### src/rtl/scec_pkg.sv
// Shared constants and entity table for the special-character entity codec.
package scec_pkg;

    localparam int NUM_ENT     = 9;   // entities known to the codec
    localparam int ENT_MAX_LEN = 6;   // longest entity text, also max results per byte
    localparam int HOLD_DEPTH  = 5;   // bytes held while an entity prefix is open

    localparam logic [7:0] CH_AMP  = "&";
    localparam logic [7:0] CH_PAD  = 8'h00;

    typedef logic [7:0] byte_t;
    typedef logic [2:0] len_t;
    typedef logic [3:0] ent_idx_t;

    // Entity text, first byte at index 0, padded with zeros.
    localparam byte_t ENT_TEXT [NUM_ENT][ENT_MAX_LEN] = '{
        '{"&", "a", "m", "p", ";", CH_PAD},
        '{"&", "l", "t", ";", CH_PAD, CH_PAD},
        '{"&", "g", "t", ";", CH_PAD, CH_PAD},
        '{"&", "#", "4", "0", ";", CH_PAD},
        '{"&", "#", "4", "1", ";", CH_PAD},
        '{"&", "#", "4", "2", ";", CH_PAD},
        '{"&", "#", "4", "3", ";", CH_PAD},
        '{"&", "#", "6", "3", ";", CH_PAD},
        '{"&", "#", "1", "2", "4", ";"}
    };

    localparam len_t ENT_LEN [NUM_ENT] = '{
        3'd5, 3'd4, 3'd4, 3'd5, 3'd5, 3'd5, 3'd5, 3'd5, 3'd6
    };

    localparam byte_t ENT_CHAR [NUM_ENT] = '{
        "&", "<", ">", "(", ")", "*", "+", "?", "|"
    };

    typedef enum logic {
        MODE_ESCAPE   = 1'b0,
        MODE_UNESCAPE = 1'b1
    } mode_t;

endpackage

### src/rtl/special_char_entity_codec_core.sv
// Top level of the special-character entity codec: escape/unescape of nine entities.
//
//  channel | dir | handshake             | payload
//  --------+-----+-----------------------+----------------------------------------------
//  s_      | in  | s_tvalid / s_tready   | s_tdata[7:0] text_byte, s_tlast message_end
//  m_      | out | m_tvalid / m_tready   | m_tdata[7:0] out_byte, m_tuser run_last,
//          |     |                       | m_tlast text_last
//  cfg_    | in  | cfg_valid / cfg_ready | cfg_data direction_mode (0 escape, 1 unescape)
//
// An input request is decoded in the cycle it is accepted and its 0..6 result bytes are
// loaded into a result shift register, which sends one byte per cycle while m_tready is
// high. The next request is taken alongside the last result of the current one, so
// plain text streams at one byte per cycle while m_tready stays high.
// Reset (aresetn low, synchronous) selects escape mode and empties both the held
// entity prefix and the result register. Stalls on m_ hold m_ payload and back up s_.
// A configuration write is always taken and drops any held partial entity.
module special_char_entity_codec_core (
    input  logic       aclk,
    input  logic       aresetn,
    // input text
    input  logic       s_tvalid,
    output logic       s_tready,
    input  logic [7:0] s_tdata,   // [7:0] text_byte
    input  logic       s_tlast,   // message_end
    // converted text
    output logic       m_tvalid,
    input  logic       m_tready,
    output logic [7:0] m_tdata,   // [7:0] out_byte
    output logic       m_tuser,   // run_last
    output logic       m_tlast,   // text_last
    // mode register write
    input  logic       cfg_valid,
    output logic       cfg_ready,
    input  logic       cfg_data   // direction_mode
);

    localparam int NE = scec_pkg::NUM_ENT;
    localparam int ML = scec_pkg::ENT_MAX_LEN;
    localparam int HD = scec_pkg::HOLD_DEPTH;

    // ---------------- state ----------------
    scec_pkg::mode_t   mode_reg;
    scec_pkg::len_t    match_len_reg, match_len_next;
    scec_pkg::byte_t   match_reg [HD];          // held entity prefix (payload)

    scec_pkg::byte_t   res_reg [ML];            // pending result bytes, head at 0
    scec_pkg::len_t    res_cnt_reg;
    logic              res_valid_reg;
    logic              res_end_reg;

    // ---------------- handshakes ----------------
    logic in_acc, out_pop, cfg_acc;

    assign cfg_ready = 1'b1;
    assign cfg_acc   = cfg_valid & cfg_ready;
    assign out_pop   = m_tvalid & m_tready;
    // free when empty, or when the last pending byte leaves this cycle
    assign s_tready  = ~res_valid_reg | (m_tready & (res_cnt_reg == 3'd1));
    assign in_acc    = s_tvalid & s_tready;

    assign m_tvalid = res_valid_reg;
    assign m_tdata  = res_reg[0];
    assign m_tuser  = (res_cnt_reg == 3'd1);
    assign m_tlast  = (res_cnt_reg == 3'd1) & res_end_reg;

    // ---------------- entity matching ----------------
    scec_pkg::byte_t   in_byte;
    logic              in_end;
    logic              unesc_hit, esc_hit;
    scec_pkg::ent_idx_t unesc_idx, esc_idx;

    assign in_byte = s_tdata;
    assign in_end  = s_tlast;

    // first entity whose text extends the held prefix by the incoming byte,
    // and first entity whose character equals the incoming byte
    always_comb begin
        logic prefix_ok;
        unesc_hit = 1'b0;
        unesc_idx = '0;
        esc_hit   = 1'b0;
        esc_idx   = '0;
        for (int i = 0; i < NE; i++) begin
            prefix_ok = 1'b1;
            for (int k = 0; k < HD; k++) begin
                if ((3'(k) < match_len_reg) &&
                    (scec_pkg::ENT_TEXT[i][k] != match_reg[k])) begin
                    prefix_ok = 1'b0;
                end
            end
            if (!unesc_hit && prefix_ok && (scec_pkg::ENT_LEN[i] > match_len_reg) &&
                (scec_pkg::ENT_TEXT[i][match_len_reg] == in_byte)) begin
                unesc_hit = 1'b1;
                unesc_idx = 4'(i);
            end
            if (!esc_hit && (scec_pkg::ENT_CHAR[i] == in_byte)) begin
                esc_hit = 1'b1;
                esc_idx = 4'(i);
            end
        end
    end

    // ---------------- result list for this byte ----------------
    scec_pkg::byte_t res_next [ML];
    scec_pkg::len_t  res_cnt_next;
    scec_pkg::len_t  n_held;       // held bytes flushed ahead of the extra byte
    scec_pkg::byte_t extra_byte;
    logic            has_extra;
    logic            hold_wr;
    scec_pkg::len_t  hold_pos;

    always_comb begin
        logic fresh;
        fresh          = 1'b0;
        n_held         = '0;
        extra_byte     = in_byte;
        has_extra      = 1'b0;
        hold_wr        = 1'b0;
        hold_pos       = '0;
        match_len_next = match_len_reg;

        if (mode_reg == scec_pkg::MODE_UNESCAPE) begin
            if (match_len_reg == 3'd0) begin
                fresh = 1'b1;
            end else if (unesc_hit) begin
                if (scec_pkg::ENT_LEN[unesc_idx] == match_len_reg + 3'd1) begin
                    // entity complete: replace by its character
                    extra_byte     = scec_pkg::ENT_CHAR[unesc_idx];
                    has_extra      = 1'b1;
                    match_len_next = '0;
                end else if (in_end) begin
                    // text ends inside an entity: give it back unchanged
                    n_held         = match_len_reg;
                    has_extra      = 1'b1;
                    match_len_next = '0;
                end else begin
                    hold_wr        = 1'b1;
                    hold_pos       = match_len_reg;
                    match_len_next = match_len_reg + 3'd1;
                end
            end else begin
                // broken entity: flush, then look at the byte afresh
                n_held         = match_len_reg;
                match_len_next = '0;
                fresh          = 1'b1;
            end
            if (fresh) begin
                if ((in_byte == scec_pkg::CH_AMP) && !in_end) begin
                    hold_wr        = 1'b1;
                    hold_pos       = '0;
                    match_len_next = 3'd1;
                end else begin
                    has_extra = 1'b1;
                end
            end
        end

        if (mode_reg == scec_pkg::MODE_ESCAPE) begin
            if (esc_hit) begin
                for (int k = 0; k < ML; k++) begin
                    res_next[k] = scec_pkg::ENT_TEXT[esc_idx][k];
                end
                res_cnt_next = scec_pkg::ENT_LEN[esc_idx];
            end else begin
                for (int k = 0; k < ML; k++) begin
                    res_next[k] = in_byte;
                end
                res_cnt_next = 3'd1;
            end
        end else begin
            for (int k = 0; k < ML; k++) begin
                if ((k < HD) && (3'(k) < n_held)) begin
                    res_next[k] = match_reg[k < HD ? k : 0];
                end else begin
                    res_next[k] = extra_byte;
                end
            end
            res_cnt_next = n_held + {2'b00, has_extra};
        end
    end

    // ---------------- control registers ----------------
    always_ff @(posedge aclk) begin
        if (!aresetn) begin
            mode_reg      <= scec_pkg::MODE_ESCAPE;
            match_len_reg <= '0;
            res_valid_reg <= 1'b0;
            res_cnt_reg   <= '0;
        end else begin
            if (cfg_acc) begin
                mode_reg      <= scec_pkg::mode_t'(cfg_data);
                match_len_reg <= '0;
            end else if (in_acc) begin
                match_len_reg <= match_len_next;
            end

            if (in_acc) begin
                res_valid_reg <= (res_cnt_next != 3'd0);
                res_cnt_reg   <= res_cnt_next;
            end else if (out_pop) begin
                res_valid_reg <= (res_cnt_reg != 3'd1);
                res_cnt_reg   <= res_cnt_reg - 3'd1;
            end
        end
    end

    // ---------------- payload registers ----------------
    always_ff @(posedge aclk) begin
        if (in_acc && hold_wr) begin
            match_reg[hold_pos] <= in_byte;
        end
        if (in_acc) begin
            res_reg     <= res_next;
            res_end_reg <= in_end;
        end else if (out_pop) begin
            for (int k = 0; k < ML - 1; k++) begin
                res_reg[k] <= res_reg[k + 1];
            end
        end
    end

endmodule

### config.mk
export PLATFORM = sky130hd
export DESIGN_NAME = special_char_entity_codec_core
export DESIGN_NICKNAME = d
export VERILOG_FILES = /design/src/rtl/scec_pkg.sv /design/src/rtl/special_char_entity_codec_core.sv
export SDC_FILE = /design/constraint.sdc
export NUM_CORES = 1
export LEC_CHECK = 0
export BUFFER_PORTS_ARGS = -buffer_cell sky130_fd_sc_hd__buf_2
export CAP_MARGIN = 20
export CORE_MARGIN = 1.5
export CORE_UTILIZATION = 35
export DETAILED_ROUTE_END_ITERATION = 16
export PLACE_DENSITY = 0.5
export SLEW_MARGIN = 20
export SYNTH_ARGS = -nofsm -noshare
export SYNTH_HDL_FRONTEND = slang
export SYNTH_SLANG_ARGS = --single-unit
### constraint.sdc
create_clock -name aclk -period 6.7 [get_ports aclk]
set_input_delay 0.67 -clock aclk [delete_from_list [all_inputs] [get_ports aclk]]
set_output_delay 0.67 -clock aclk [all_outputs]
set_load 0.01 [all_outputs]
==> flow_summary.toml <==
[cts]
post_cts_resized = 0
post-cts-setup-buffers = 0
cts-root-buf = "clkbuf_16"
cts_sinks = 97
clk-insertion-delay-late_ns = 0.36
cts.htree.levels = 3
path_clk_slew_ns = 0.07
cts_tree = "built"
hold_buffers = 0
numCtsBuffers = 9
clockBufferDepth = 2

[synthesis]
ys_ff_latch = 97
yosysWarnings = 0
synth.yosys.seq_area_share_pct = 39.8
yosysTopAreaCellShare_pct = 37.5
yosys.area.top_type = "edfxtp_1"
synth_cells = 771
syn-num-nets = 811
synth_area_um2 = 7120
avgSynthCellArea_um2 = 9.23
async_flop_share_pct = 0
synth-main-ff-cell = "edfxtp_1"
synthTopCellsByArea = "edfxtp_1 38%, ha_1 4.4%, nor2_1 4.0%, a21oi_1 3.7%, nand2_1 3.6%"
synth.distinct_cells = 91
synth_edf_count = 89

[grt]
grt_pass1_wl_mm = 38.5
antenna_found_initial = 1
grt.total_usage_pct = 23.8
grt_max_degree = 52
grt_remaining_overflow = 0
grt_pass1_vias = 6141

[timing]
finalHoldViolations = 0
rsz0062_at_grt = "false"
tns_ns = 0
layout_min_cycle_time_ns = 5.76
post-route-period-util_pct = 86.0
slew_viol_final = 0
setup_viol_count_final = 0
relSlewSlack_pct = 31.4
skew_ns = 0.00737
worstMarginPinSlew_ns = 1.02
max_freq_mhz = 174

[setup_path]
cp.arrival_ns = 6.03
crit_type = "reg2reg"
slowest_delay_ns = 0.85
worstPathMaxFanout = 23
crit_buf_inv = 1
worstSetupStartpointType = "register"
cp_top_family = "compound AO/OA/AOI/OAI gates"
worst_path_most_repeated_cell = "ha_1"
cp-end-kind = "register"
crit_chain = "inv_1, ha_1, xor2_1, nor3_1, o221ai_1, or4_4, and3_1, or2_2, ha_1, a211o_1, o211a_1, nand2b_1, a21oi_1, o21a_1, ha_1, ha_1, nand2_1, o21ai_0, nor2b_1, o221ai_1, o221ai_1, a211oi_1"
crit_required_ns = 6.97
cp_slowest_cell = "dfxtp_1"

[pwr]
power_density_nw_per_um2 = 199
p_seq_share_pct = 47.0
p_comb_share_pct = 16.1
cellInternalPower_mw = 1.13
sw_frac_of_total_pct = 27.3
irDropWorstVdd_mv = 0.102
p_switching_mw = 0.423
p_clk_share_pct = 36.9
total_power_mw = 1.55
cellLeakagePower_nw = 2.68

[flow_run]
maxCapViolations = 0

[floorplan]
die_x_um = 146
ioPinCount = 28
core_um2 = 19700
row_count = 51
chipHeight_um = 146
dieArea_um2 = 21200
initial_core_util_pct = 36.1

[route]
avgViaCountPerCell = 6.22
vias = 6491
first_pass_iters = 5
antenna_left = 0
routedWlPerCell_um = 24.1
drt-total-wl_mm = 25.1
drtIter0Drc = 649
drc = 0

[outcome]
status = "completed"

[final_layout]
antenna_cells = 0
syn_to_final_growth_pct = 9.47
final_cell_mix = "89 x edfxtp_1, 76 x nor2_1, 68 x nand2_1"
final_common_cell = "edfxtp_1"
instances_no_fill = 1044
drive_above_1_share_pct = 12.1
nets = 814

[placement]
hpwl_mm = 17.6
place_inst = 1028
io_buffers = 26
gp_congestion = 0.955

[hold_path]
hp-class = "reg2reg"
## cells in the mapped netlist, types with 4 or more instances
cell type,instances
edfxtp_1,89
nor2_1,76
nand2_1,68
a21oi_1,52
o21ai_0,48
clkbuf_1,35
ha_1,25
nor3_1,25
a31oi_1,20
inv_1,20
xnor2_1,18
nand3_1,16
nor4_1,14
and3_1,13
mux2i_1,12
o221ai_1,12
buf_4,10
nand4_1,10
nor2b_1,10
a211oi_1,9
nor4b_1,9
o41ai_1,9
dfxtp_1,8
nand2b_1,8
nor3b_1,7
o31ai_1,7
and2_1,6
a31o_2,5
buf_2,5
o21a_1,5
o22a_1,5
o22ai_1,5
buf_1,4
nand3b_1,4
nor4bb_1,4
o31a_1,4
o32ai_1,4
## layer usage
| layer | part of all wire (%) | vias up | GRT usage (%) | wire length (um) |
|---|---|---|---|---|
| met5 | 0 | - | 0 | 0 |
| met4 | 2.1 | 0 | 6.68 | 527 |
| met3 | 8.7 | 35 | 4.17 | 2200 |
| met2 | 46 | 333 | 37.1 | 11500 |
| met1 | 44 | 3156 | 33.9 | 11000 |
| li1 | - | 2967 | - | - |
## power groups by stage
stage | Sequential, mW | Clock [mW] | Combinational [mW]
global route | 0.733 | 0.610 | 0.275
detailed placement | 0.743 | 0 | 0.248
finish | 0.729 | 0.574 | 0.250
floorplan | 0.740 | 0 | 0.175
CTS | 0.729 | 0.581 | 0.249
global placement | 0.742 | 0 | 0.247
## logic make-up after synthesis
group / count (synthesis) / synth area share (%)
other: 1 / 0.0527
DFF: 97 / 39.8
xor gates and xnor gates: 20 / 2.46
muxes: 14 / 2.06
adders and majority gates: 25 / 4.39
AOI/OAI and AO/OA: 230 / 22.9
and+or+nand+nor: 306 / 23.4
buffers and inverters: 78 / 4.94
## worst min-delay path: stages, from the launching register on
cell      delay [ns]
edfxtp_1        0.32
nand2_1         0.05
o41ai_1         0.05
## stage by stage
stage          hold WS, ns  utilization [%]  area, um^2  setup WS [ns]
2_1_floorplan        0.489                -        7120          0.925
3_3_place_gp         0.511             37.9        7480           1.18
3_5_place_dp         0.512             37.9        7480           1.06
4_1_cts              0.530             39.5        7790           1.03
5_1_grt              0.543             39.5        7790          0.464
6_report             0.523             39.5        7790          0.939
## area by class of cell
class,count,area (um^2)
Tap cell,265,332
Timing Repair Buffer,48,295
Inverter,22,82.6
Clock inverter,6,87.6
Multi-Input combinational cell,596,3940
Clock buffer,10,229
Fill cell,1970,11900
Sequential cell,97,2830
## final timing paths
check	from	end	slack, ns	depth (start not counted)
max	match_len_reg[2]$_SDFFE_PP0P_	m_tvalid$_SDFFE_PN0P_	0.94	22
min	res_reg[29]$_DFFE_PP_	res_reg[37]$_DFFE_PP_	0.52	2
max reg2reg	match_len_reg[2]$_SDFFE_PP0P_	m_tvalid$_SDFFE_PN0P_	0.94	22
min reg2reg	res_reg[29]$_DFFE_PP_	res_reg[37]$_DFFE_PP_	0.52	2
Note: power is estimated with default switching activity, not from simulation.
